### src/hw/rtl/tiny_mlp_batch_trainer_core_defines.svh
// Assertion macros for the trainer core.
`ifndef TINY_MLP_BATCH_TRAINER_CORE_DEFINES_SVH
`define TINY_MLP_BATCH_TRAINER_CORE_DEFINES_SVH
`ifndef NO_ASSERTIONS
`define TMB_ASSERT_IMPL(label, clk, rst_n, a, c) \
  label: assert property (@(posedge clk) disable iff (!rst_n) (a) |-> (c)) \
    else $error("assertion failed");
`define TMB_ASSERT_NEXT(label, clk, rst_n, a, c) \
  label: assert property (@(posedge clk) disable iff (!rst_n) (a) |=> (c)) \
    else $error("assertion failed");
`else
`define TMB_ASSERT_IMPL(label, clk, rst_n, a, c)
`define TMB_ASSERT_NEXT(label, clk, rst_n, a, c)
`endif
`endif

### src/hw/rtl/tmb_pkg.sv
package tmb_pkg;
  localparam int NUM_PARAMS = 9;
  localparam int DATA_WIDTH = 16;
  localparam int ACC_WIDTH  = 40;

  typedef enum logic [1:0] {
    OP_TRAIN = 2'd0,
    OP_INFER = 2'd1,
    OP_LOAD  = 2'd2,
    OP_NONE  = 2'd3
  } op_t;

  typedef struct packed {
    logic [1:0]         op;
    logic signed [15:0] sample_x1;
    logic signed [15:0] sample_x2;
    logic signed [15:0] target_value;
    logic               last_in_batch;
    logic [3:0]         param_index;
    logic signed [15:0] param_value;
  } in_item_t;

  typedef struct packed {
    logic [14:0] prediction;
    logic [31:0] squared_error;
    logic [39:0] batch_loss;
    logic        loss_valid;
  } out_item_t;
endpackage

### src/hw/rtl/tiny_mlp_batch_trainer_core.sv
// Tiny 2-2-1 ReLU network trainer core.
// Input channel (in_valid/in_ready/in_item) takes one item: a training
// sample, an inference sample or a parameter load. The result channel
// (out_valid/out_ready/out_item) returns exactly one item per input item.
// All multiplies but the low half of the update product run through one
// shared 18x18 multiplier under a small sequencer, one multiply per step
// with a register after each product. A training sample runs 11 forward
// steps, 11 gradient steps and one result step before it returns to idle;
// the last sample of a batch adds an update pass of a multiply step and an
// apply step for each parameter. An inference sample runs only the forward
// steps; a load or an unused code goes straight to the result step.
// in_ready is high whenever the sequencer is idle. A finished item waits in
// the result step until the result register is free, so a stalled receiver
// holds one result at the output and at most one more inside the block.
// cfg_we writes learn_rate at any clock edge; use it while idle.
// Synchronous active-low reset clears parameters, gradient sums, loss and
// sets learn_rate to 655; the result register comes up empty.
`include "tiny_mlp_batch_trainer_core_defines.svh"
module tiny_mlp_batch_trainer_core #(
  parameter int FRAC_BITS  = 12
) (
  input  logic               clk,
  input  logic               rst_n,
  input  logic               in_valid,
  output logic               in_ready,
  input  tmb_pkg::in_item_t  in_item,
  output logic               out_valid,
  input  logic               out_ready,
  output tmb_pkg::out_item_t out_item,
  input  logic               cfg_we,
  input  logic [15:0]        cfg_wdata
);
  localparam int DW = tmb_pkg::DATA_WIDTH;
  localparam int ACC_WIDTH = tmb_pkg::ACC_WIDTH;
  localparam int MW = DW + 2;
  localparam int PW = 2 * MW;
  localparam int NP = tmb_pkg::NUM_PARAMS;
  localparam logic signed [ACC_WIDTH-1:0] AMAX = {1'b0, {(ACC_WIDTH-1){1'b1}}};
  localparam logic signed [ACC_WIDTH-1:0] AMIN = {1'b1, {(ACC_WIDTH-1){1'b0}}};
  localparam logic [ACC_WIDTH-1:0] LMAX = {ACC_WIDTH{1'b1}};

  typedef enum logic [4:0] {
    S_IDLE = 5'b00001,
    S_FWD  = 5'b00010,
    S_GRAD = 5'b00100,
    S_UPD  = 5'b01000,
    S_OUT  = 5'b10000
  } state_t;

  state_t state_r, state_nxt;
  logic [4:0] step_r;
  logic [3:0] k_r;
  tmb_pkg::in_item_t item_r;
  logic signed [DW-1:0] par_r [NP];
  logic signed [ACC_WIDTH-1:0] grad_r [NP];
  logic [ACC_WIDTH-1:0] loss_r;
  logic [15:0] rate_r;
  logic signed [DW-1:0] h_r, a1_r, a2_r, pred_r;
  logic signed [DW:0] c_r, d1_r, d2_r;
  logic signed [ACC_WIDTH:0] sum_r;
  logic out_valid_r;
  tmb_pkg::out_item_t out_r;
  tmb_pkg::out_item_t res_r;
  logic out_load;
  logic signed [MW-1:0] ma, mb;
  logic signed [PW-1:0] prod, prod_sh;

  tmb_mac #(.AW(MW), .BW(MW), .SH(FRAC_BITS)) u_mac (
    .clk(clk), .a(ma), .b(mb), .prod_r(prod), .prod_sh_r(prod_sh)
  );

  function automatic logic signed [DW-1:0] sat_d(input logic signed [ACC_WIDTH:0] v);
    logic signed [ACC_WIDTH:0] hi;
    hi = (ACC_WIDTH+1)'((64'sd1 <<< (DW-1)) - 1);
    if (v > hi) return DW'(hi);
    if (v < -hi - 1) return DW'(-hi - 1);
    return DW'(v);
  endfunction

  function automatic logic signed [DW:0] sat_sym1(input logic signed [PW:0] v);
    logic signed [PW:0] hi;
    hi = (PW+1)'((64'sd1 <<< DW) - 1);
    if (v > hi) return (DW+1)'(hi);
    if (v < -hi) return (DW+1)'(-hi);
    return (DW+1)'(v);
  endfunction

  function automatic logic signed [ACC_WIDTH-1:0] acc_add(
    input logic signed [ACC_WIDTH-1:0] a, input logic signed [PW-1:0] b);
    logic signed [ACC_WIDTH+PW:0] s;
    s = (ACC_WIDTH+PW+1)'(a) + (ACC_WIDTH+PW+1)'(b);
    if (s > (ACC_WIDTH+PW+1)'(AMAX)) return AMAX;
    if (s < (ACC_WIDTH+PW+1)'(AMIN)) return AMIN;
    return ACC_WIDTH'(s);
  endfunction

  // Update order: one multiply per parameter k, product lands next cycle.
  // Update split: g*r = (g>>>16)*r + ((g&0xFFFF)*r>>16); the high part is
  // taken as a saturated 18-bit value since only its clamp matters.
  logic signed [ACC_WIDTH-1:0] gk;
  logic signed [ACC_WIDTH-1:0] gh;
  logic [15:0] gl;
  logic signed [MW-1:0] gh_sat;
  logic [31:0] lo_prod;
  assign gk = grad_r[k_r];
  assign gh = gk >>> 16;
  assign gl = gk[15:0];
  assign gh_sat = (gh > ACC_WIDTH'(2**(MW-1)-1)) ? MW'(2**(MW-1)-1) :
                  (gh < -ACC_WIDTH'(2**(MW-1))) ? MW'(-(2**(MW-1))) : MW'(gh);
  assign lo_prod = {16'd0, gl} * {16'd0, rate_r};

  // multiplier operand select
  always_comb begin
    ma = '0;
    mb = '0;
    case (state_r)
      S_FWD: begin
        case (step_r)
          5'd0: begin ma = MW'(par_r[0]); mb = MW'(item_r.sample_x1); end
          5'd1: begin ma = MW'(par_r[1]); mb = MW'(item_r.sample_x2); end
          5'd2: begin ma = MW'(par_r[2]); mb = MW'(item_r.sample_x1); end
          5'd3: begin ma = MW'(par_r[3]); mb = MW'(item_r.sample_x2); end
          5'd5: begin ma = MW'(a1_r); mb = MW'(par_r[4]); end
          5'd6: begin ma = MW'(a2_r); mb = MW'(par_r[5]); end
          5'd9: begin ma = MW'(pred_r) - MW'(item_r.target_value);
                      mb = MW'(pred_r) - MW'(item_r.target_value); end
          default: ;
        endcase
      end
      S_GRAD: begin
        case (step_r)
          5'd0: begin ma = MW'(c_r); mb = MW'(par_r[4]); end
          5'd1: begin ma = MW'(c_r); mb = MW'(par_r[5]); end
          5'd3: begin ma = MW'(d1_r); mb = MW'(item_r.sample_x1); end
          5'd4: begin ma = MW'(d1_r); mb = MW'(item_r.sample_x2); end
          5'd5: begin ma = MW'(d2_r); mb = MW'(item_r.sample_x1); end
          5'd6: begin ma = MW'(d2_r); mb = MW'(item_r.sample_x2); end
          5'd7: begin ma = MW'(c_r); mb = MW'(a1_r); end
          5'd8: begin ma = MW'(c_r); mb = MW'(a2_r); end
          default: ;
        endcase
      end
      S_UPD: begin
        ma = gh_sat;
        mb = MW'({1'b0, rate_r});
      end
      default: ;
    endcase
  end

  assign in_ready = (state_r == S_IDLE);
  // Move the finished item to the output once the result register is free.
  assign out_load = (state_r == S_OUT) && (!out_valid_r || out_ready);

  always_comb begin
    state_nxt = state_r;
    case (state_r)
      S_IDLE:  if (in_valid && in_ready) begin
                 if (in_item.op == tmb_pkg::OP_TRAIN || in_item.op == tmb_pkg::OP_INFER)
                   state_nxt = S_FWD;
                 else
                   state_nxt = S_OUT;
               end
      S_FWD:   if (step_r == 5'd10)
                 state_nxt = (item_r.op == tmb_pkg::OP_TRAIN) ? S_GRAD : S_OUT;
      S_GRAD:  if (step_r == 5'd10) state_nxt = item_r.last_in_batch ? S_UPD : S_OUT;
      S_UPD:   if (step_r == 5'd1 && k_r == 4'(NP-1)) state_nxt = S_OUT;
      S_OUT:   if (out_load) state_nxt = S_IDLE;
      default: state_nxt = S_IDLE;
    endcase
  end

  logic signed [ACC_WIDTH+1:0] delta_full;
  logic signed [DW+1:0] delta;
  logic signed [DW+2:0] newp;
  logic signed [PW:0] err2;
  logic signed [DW:0] errv;
  always_comb begin
    delta_full = (ACC_WIDTH+2)'(prod) + (ACC_WIDTH+2)'($signed({1'b0, lo_prod[31:16]}));
    if (delta_full > (ACC_WIDTH+2)'(2**(DW+1)-1)) delta = (DW+2)'(2**(DW+1)-1);
    else if (delta_full < -(ACC_WIDTH+2)'(2**(DW+1)-1)) delta = -(DW+2)'(2**(DW+1)-1);
    else delta = (DW+2)'(delta_full);
    newp = (DW+3)'(par_r[k_r]) - (DW+3)'(delta);
    errv = (DW+1)'(pred_r) - (DW+1)'(item_r.target_value);
    err2 = (PW+1)'(errv) * 2;
  end

  always_ff @(posedge clk) begin
    if (!rst_n) begin
      state_r     <= S_IDLE;
      step_r      <= '0;
      k_r         <= '0;
      out_valid_r <= 1'b0;
      loss_r      <= '0;
      rate_r      <= 16'd655;
      for (int i = 0; i < NP; i++) begin
        par_r[i]  <= '0;
        grad_r[i] <= '0;
      end
    end else begin
      state_r <= state_nxt;
      if (cfg_we) rate_r <= cfg_wdata;
      if (out_load) begin
        out_r       <= res_r;
        out_valid_r <= 1'b1;
      end else if (out_valid_r && out_ready) begin
        out_valid_r <= 1'b0;
      end
      case (state_r)
        S_IDLE: begin
          step_r <= '0;
          k_r    <= '0;
          if (in_valid && in_ready) begin
            item_r <= in_item;
            res_r  <= '0;
            if (in_item.op == tmb_pkg::OP_LOAD && in_item.param_index < 4'(NP))
              par_r[in_item.param_index] <= in_item.param_value;
          end
        end
        S_FWD: begin
          step_r <= step_r + 5'd1;
          case (step_r)
            5'd1: sum_r <= (ACC_WIDTH+1)'(prod_sh);
            5'd2: h_r <= sat_d(sum_r + (ACC_WIDTH+1)'(prod_sh) + (ACC_WIDTH+1)'(par_r[6]));
            5'd3: begin
              a1_r <= (h_r > 0) ? h_r : '0;
              sum_r <= (ACC_WIDTH+1)'(prod_sh);
            end
            5'd4: h_r <= sat_d(sum_r + (ACC_WIDTH+1)'(prod_sh) + (ACC_WIDTH+1)'(par_r[7]));
            5'd5: a2_r <= (h_r > 0) ? h_r : '0;
            5'd6: sum_r <= (ACC_WIDTH+1)'(prod_sh);
            5'd7: begin
              h_r <= sat_d(sum_r + (ACC_WIDTH+1)'(prod_sh) + (ACC_WIDTH+1)'(par_r[8]));
              pred_r <= '0;
            end
            5'd8: pred_r <= (h_r > 0) ? h_r : '0;
            5'd10: begin
              res_r.prediction    <= pred_r[14:0];
              res_r.squared_error <= (prod > PW'(64'hFFFFFFFF)) ? 32'hFFFFFFFF : prod[31:0];
              if (item_r.op == tmb_pkg::OP_TRAIN) begin
                if (LMAX - loss_r < ACC_WIDTH'(prod)) loss_r <= LMAX;
                else loss_r <= loss_r + ACC_WIDTH'(prod);
              end
              c_r <= (pred_r > 0) ? sat_sym1(err2) : '0;
              step_r <= '0;
            end
            default: ;
          endcase
        end
        S_GRAD: begin
          step_r <= step_r + 5'd1;
          case (step_r)
            5'd1: d1_r <= (a1_r > 0) ? sat_sym1((PW+1)'(prod_sh)) : '0;
            5'd2: d2_r <= (a2_r > 0) ? sat_sym1((PW+1)'(prod_sh)) : '0;
            5'd4: grad_r[0] <= acc_add(grad_r[0], prod_sh);
            5'd5: grad_r[1] <= acc_add(grad_r[1], prod_sh);
            5'd6: grad_r[2] <= acc_add(grad_r[2], prod_sh);
            5'd7: grad_r[3] <= acc_add(grad_r[3], prod_sh);
            5'd8: grad_r[4] <= acc_add(grad_r[4], prod_sh);
            5'd9: grad_r[5] <= acc_add(grad_r[5], prod_sh);
            5'd10: begin
              grad_r[6] <= acc_add(grad_r[6], PW'(d1_r));
              grad_r[7] <= acc_add(grad_r[7], PW'(d2_r));
              grad_r[8] <= acc_add(grad_r[8], PW'(c_r));
              step_r <= '0;
            end
            default: ;
          endcase
        end
        S_UPD: begin
          // step 0 issue multiply, step 1 apply to parameter k
          if (step_r == 5'd0) step_r <= 5'd1;
          else begin
            step_r <= '0;
            par_r[k_r] <= (newp > (DW+3)'(2**(DW-1)-1)) ? DW'(2**(DW-1)-1) :
                          (newp < -(DW+3)'(2**(DW-1))) ? DW'(-(2**(DW-1))) : DW'(newp);
            grad_r[k_r] <= '0;
            if (k_r == 4'(NP-1)) begin
              k_r <= '0;
              res_r.batch_loss <= loss_r;
              res_r.loss_valid <= 1'b1;
              loss_r <= '0;
            end else begin
              k_r <= k_r + 4'd1;
            end
          end
        end
        default: ;
      endcase
    end
  end

  assign out_valid = out_valid_r;
  assign out_item  = out_r;

  `TMB_ASSERT_IMPL(a_busy_not_ready, clk, rst_n, state_r != S_IDLE, !in_ready)
  `TMB_ASSERT_NEXT(a_out_follows, clk, rst_n, state_r == S_OUT, out_valid)
  `TMB_ASSERT_NEXT(a_out_hold, clk, rst_n, out_valid && !out_ready, out_valid && $stable(out_item))
endmodule

### src/hw/rtl/tmb_mac.sv
// Shared multiplier with floor shift; registered product.
module tmb_mac #(
  parameter int AW = 18,
  parameter int BW = 18,
  parameter int SH = 12
) (
  input  logic                     clk,
  input  logic signed [AW-1:0]     a,
  input  logic signed [BW-1:0]     b,
  output logic signed [AW+BW-1:0]  prod_r,
  output logic signed [AW+BW-1:0]  prod_sh_r
);
  logic signed [AW+BW-1:0] p;
  assign p = a * b;
  always_ff @(posedge clk) begin
    prod_r    <= p;
    prod_sh_r <= p >>> SH;
  end
endmodule

### config.mk
export PLATFORM = sky130hd
export DESIGN_NAME = tiny_mlp_batch_trainer_core
export DESIGN_NICKNAME = d
export VERILOG_FILES = /design/src/hw/rtl/tmb_pkg.sv /design/src/hw/rtl/tiny_mlp_batch_trainer_core.sv /design/src/hw/rtl/tmb_mac.sv
export VERILOG_INCLUDE_DIRS = /design/src /design/src/hw/rtl
export SDC_FILE = /design/constraint.sdc
export NUM_CORES = 2
export LEC_CHECK = 0
export BUFFER_PORTS_ARGS = -buffer_cell sky130_fd_sc_hd__buf_2
export CORE_MARGIN = 2
export CORE_UTILIZATION = 60
export CTS_CLUSTER_SIZE = 24
export DETAILED_ROUTE_END_ITERATION = 8
export PLACE_DENSITY_LB_ADDON = 0.2
export SYNTH_ARGS = -nofsm -noshare
export SYNTH_HDL_FRONTEND = slang
export SYNTH_HIERARCHICAL = 1
export SYNTH_SLANG_ARGS = --single-unit
### constraint.sdc
create_clock -name clk -period 21.9 [get_ports clk]
set_input_delay 4.38 -clock clk [delete_from_list [all_inputs] [get_ports clk]]
set_output_delay 4.38 -clock clk [all_outputs]
set_load 0.1 [all_outputs]
==> results.py <==
metrics = {
    "setup_path": {
        "r2r-end": "par_r[9][12]",
        "crit_slowest_cell": "o21ai_2",
        "crit_buf_inv": 10,
        "reg2reg_depth": 54,
        "crit_required_ps": 22360,
        "crit_type": "reg2reg",
        "slowest_delay_ps": 920,
        "cp.arrival_ps": 17830,
        "start_kind": "register",
        "crit_fanout": 42,
        "r2r_setup_slack_ps": 4530,
        "cp_top_family": "compound AO/OA/AOI/OAI gates",
        "critPathCaptureType": "register",
    },
    "min_path": {
        "hold_end": "out_item[18]",
        "holdCritStartpoint": "res_r[18]",
        "hp-class": "reg2reg",
        "min_path_cells": 0,
    },
    "floorplanning": {
        "die_area_um2": 168000,
        "rows": 148,
        "die_y_um": 410,
        "pin_count": 182,
        "die_w_um": 410,
        "design.core.area_um2": 163000,
        "start_util_pct": 60.6,
    },
    "synth": {
        "synthAdderAreaFrac_pct": 21.6,
        "yosys_warnings": 6,
        "synth_top_family_by_area": "adder cells",
        "yosysTopAreaCell": "edfxtp_1",
        "synth_top_flop_cell": "edfxtp_1",
        "syn-instance-count": 10790,
        "synth_edf_count": 634,
        "async_reset_ff_share_pct": 0,
        "synthesis.area_um2": 98800,
        "synth_area_leaders": "edfxtp_1 (19%), fa_1 (11%), ha_1 (11%)",
        "avgSynthCellArea_um2": 9.16,
        "yosysSeqAreaShare_pct": 28.8,
        "yosys.area_share.simple_pct": 15.1,
        "synth_xor_area_share_pct": 4.64,
        "muxShareOfSynthArea_pct": 4.08,
        "synth_compound_area_share_pct": 20.4,
        "synth.distinct_cells": 113,
        "ys_ff_latch": 1105,
        "yosysTopAreaCellShare_pct": 19.3,
    },
    "power": {
        "clockPowerShare_pct": 45.1,
        "ir_drop_uv": 137,
        "switching_share_pct": 26.9,
        "power_switching_mw": 1.35,
        "p_comb_share_pct": 9.7,
        "total_leakage_power_nw": 47.9,
        "power.density_nw_per_um2": 46.9,
        "intPower_mw": 3.66,
        "power_frac_seq_pct": 45.1,
        "finalPower_mw": 5.01,
    },
    "routing": {
        "top_layer_used": "met5",
        "dr.pass1.iters": 9,
        "drt_iter0_drc": 11227,
        "wl_per_cell_um": 28.2,
        "drt-vias-per-instance": 6.74,
        "wl_met1_um": 141000,
        "drc_errors": 19,
        "antenna_left": 0,
        "wl_met2_um": 155000,
        "finalWirelength_um": 369000,
        "vias": 88292,
        "met3_length_um": 48600,
    },
    "cts": {
        "cts_htree_levels": 4,
        "cts_setup_buffers": 0,
        "hold_buffers": 0,
        "cts_num_sinks": 1105,
        "clock_tree.root_cell": "clkbuf_16",
        "cts_buffer_depth": 3,
        "cts_resized": 0,
        "cts_tree": "done",
        "cts_made_buffers": 130,
        "insertion_delay_ps": 830,
        "cts.clk_slew.worst_paths_ps": 60,
    },
    "final_layout": {
        "syn_to_final_growth_pct": 7.93,
        "design_area_um2": 107000,
        "drive_above_1_share_pct": 8.05,
        "nets": 12278,
    },
    "place": {
        "port_buffers": 181,
        "place.gp.congestion": 1.10,
        "place_area_um2": 102000,
        "place_hpwl_um": 284000,
    },
    "timing": {
        "slew_headroom_pct": 8.03,
        "final_max_slew_viol_count": 0,
        "max_clock_freq_ghz": 0.0576,
        "period_needed_ps": 17370,
        "skew_ps": 52.3,
        "rsz0062_at_grt": "no",
        "min_period_over_period_pct": 79.3,
        "setup_violations": 0,
        "worstMarginPinSlew_ps": 1380,
        "setup_tns_ps": 0,
        "finalHoldViolations": 0,
    },
    "grt": {
        "antenna_found_initial": 31,
        "grt_overflow": 0,
        "grt_max_degree": 68,
        "grt_pass1_vias": 84040,
        "grtUsageTotal_pct": 43.1,
        "grt_pass1_wl_um": 541000,
    },
    "flow_run": {
        "maxCapViolations": 0,
    },
    "outcome": {
        "status": "finished with violations",
        "violations": "DRC",
    },
}
-- area by class of cell --
type,count,area (um2)
Antenna cell,20,50.0
Clock buffer,163,3500
Clock inverter,72,867
Fill cell,13325,56500
Inverter,881,3310
Multi-Input combinational cell,8292,65200
Sequential cell,1105,28500
Tap cell,2175,2720
Timing Repair Buffer,398,2540
-- per-layer routing --
layer  global-route usage, %  vias up
met5                       0        -
met1                    56.7    42811
met4                    24.8       18
met3                    13.2     1019
li1                        -    38928
met2                    62.7     5516
-- cells by family after synthesis --
group                    Yosys count
buffers and inverters           1395
AND/OR/NAND/NOR                 3114
AO/OA/AOI/OAI                   3023
other                              1
adder cells (fa/ha/maj)         1379
multiplexers                     250
flip-flops                      1105
XOR/XNOR                         523
-- sequential cells by signal, summed over array words and instances (netlist names), 36 cells and up, named ones only --
name          count
grad_r          360
loss_r           40
par_r           256
u_mac/prod_r     36
sum_r            36
out_item         88
item_r           51
res_r            88
-- placed cells by master (no fill, tap or decap), types with 171 or more instances in the layout --
cell type / instances
a21o_1: 396
a21oi_1: 828
a22oi_1: 209
a31oi_1: 171
and2_1: 360
buf_2: 180
buf_4: 218
dfxtp_1: 465
edfxtp_1: 634
fa_1: 539
ha_1: 839
inv_1: 881
nand2_1: 978
nand3_1: 205
nor2_1: 770
o21ai_0: 385
xnor2_1: 343
xor2_1: 180
-- per-stage QoR --
| stage | setup slack (ps) | instances | utilization, % | hold slack [ps] |
|---|---|---|---|---|
| 3_5_place_dp | 5010 | 12851 | 62.7 | 405 |
| 3_3_place_gp | 5120 | 12851 | 62.7 | 401 |
| 2_1_floorplan | 6890 | 10792 | - | 400 |
| 6_report | 4530 | 13106 | 65.4 | 415 |
| 5_1_grt | 3880 | 13088 | 65.4 | 423 |
| 4_1_cts | 4880 | 13086 | 65.4 | 414 |
-- power by group through the flow --
stage / Combinational [mW] / Clock [mW] / Sequential, mW
after detailed placement: 0.466 / 0 / 2.30
final: 0.488 / 2.26 / 2.26
after CTS: 0.470 / 2.26 / 2.26
after floorplan: 0.295 / 0 / 2.29
after global routing: 0.515 / 2.34 / 2.26
after global placement: 0.463 / 0 / 2.30
-- cell usage after synthesis, drive strengths merged (91+ instances only) --
master	n
mux4	120
a21o	398
clkbuf	421
a21oi	835
nor3	144
ha	839
inv	881
nand2b	91
fa	539
dfxtp	471
o21a	95
nand2	978
nor2	777
and2	368
nor2b	120
o21bai	108
edfxtp	634
nand3	207
mux2i	108
o21ai	449
and3	111
xnor2	343
buf	93
xor2	180
a22oi	209
a31oi	172
-- worst max path at each step --
stage,start,to,slack (ps),cells past startpoint
floorplan,register,par_r[10][5],6890,58
global placement,register,par_r[14][9],5120,54
detailed placement,register,par_r[13][12],5010,54
CTS,register,par_r[9][12],4880,54
global route,register,par_r[9][12],3880,54
finish,register,par_r[9][12],4530,54
Note: power is estimated with default switching activity, not from simulation.
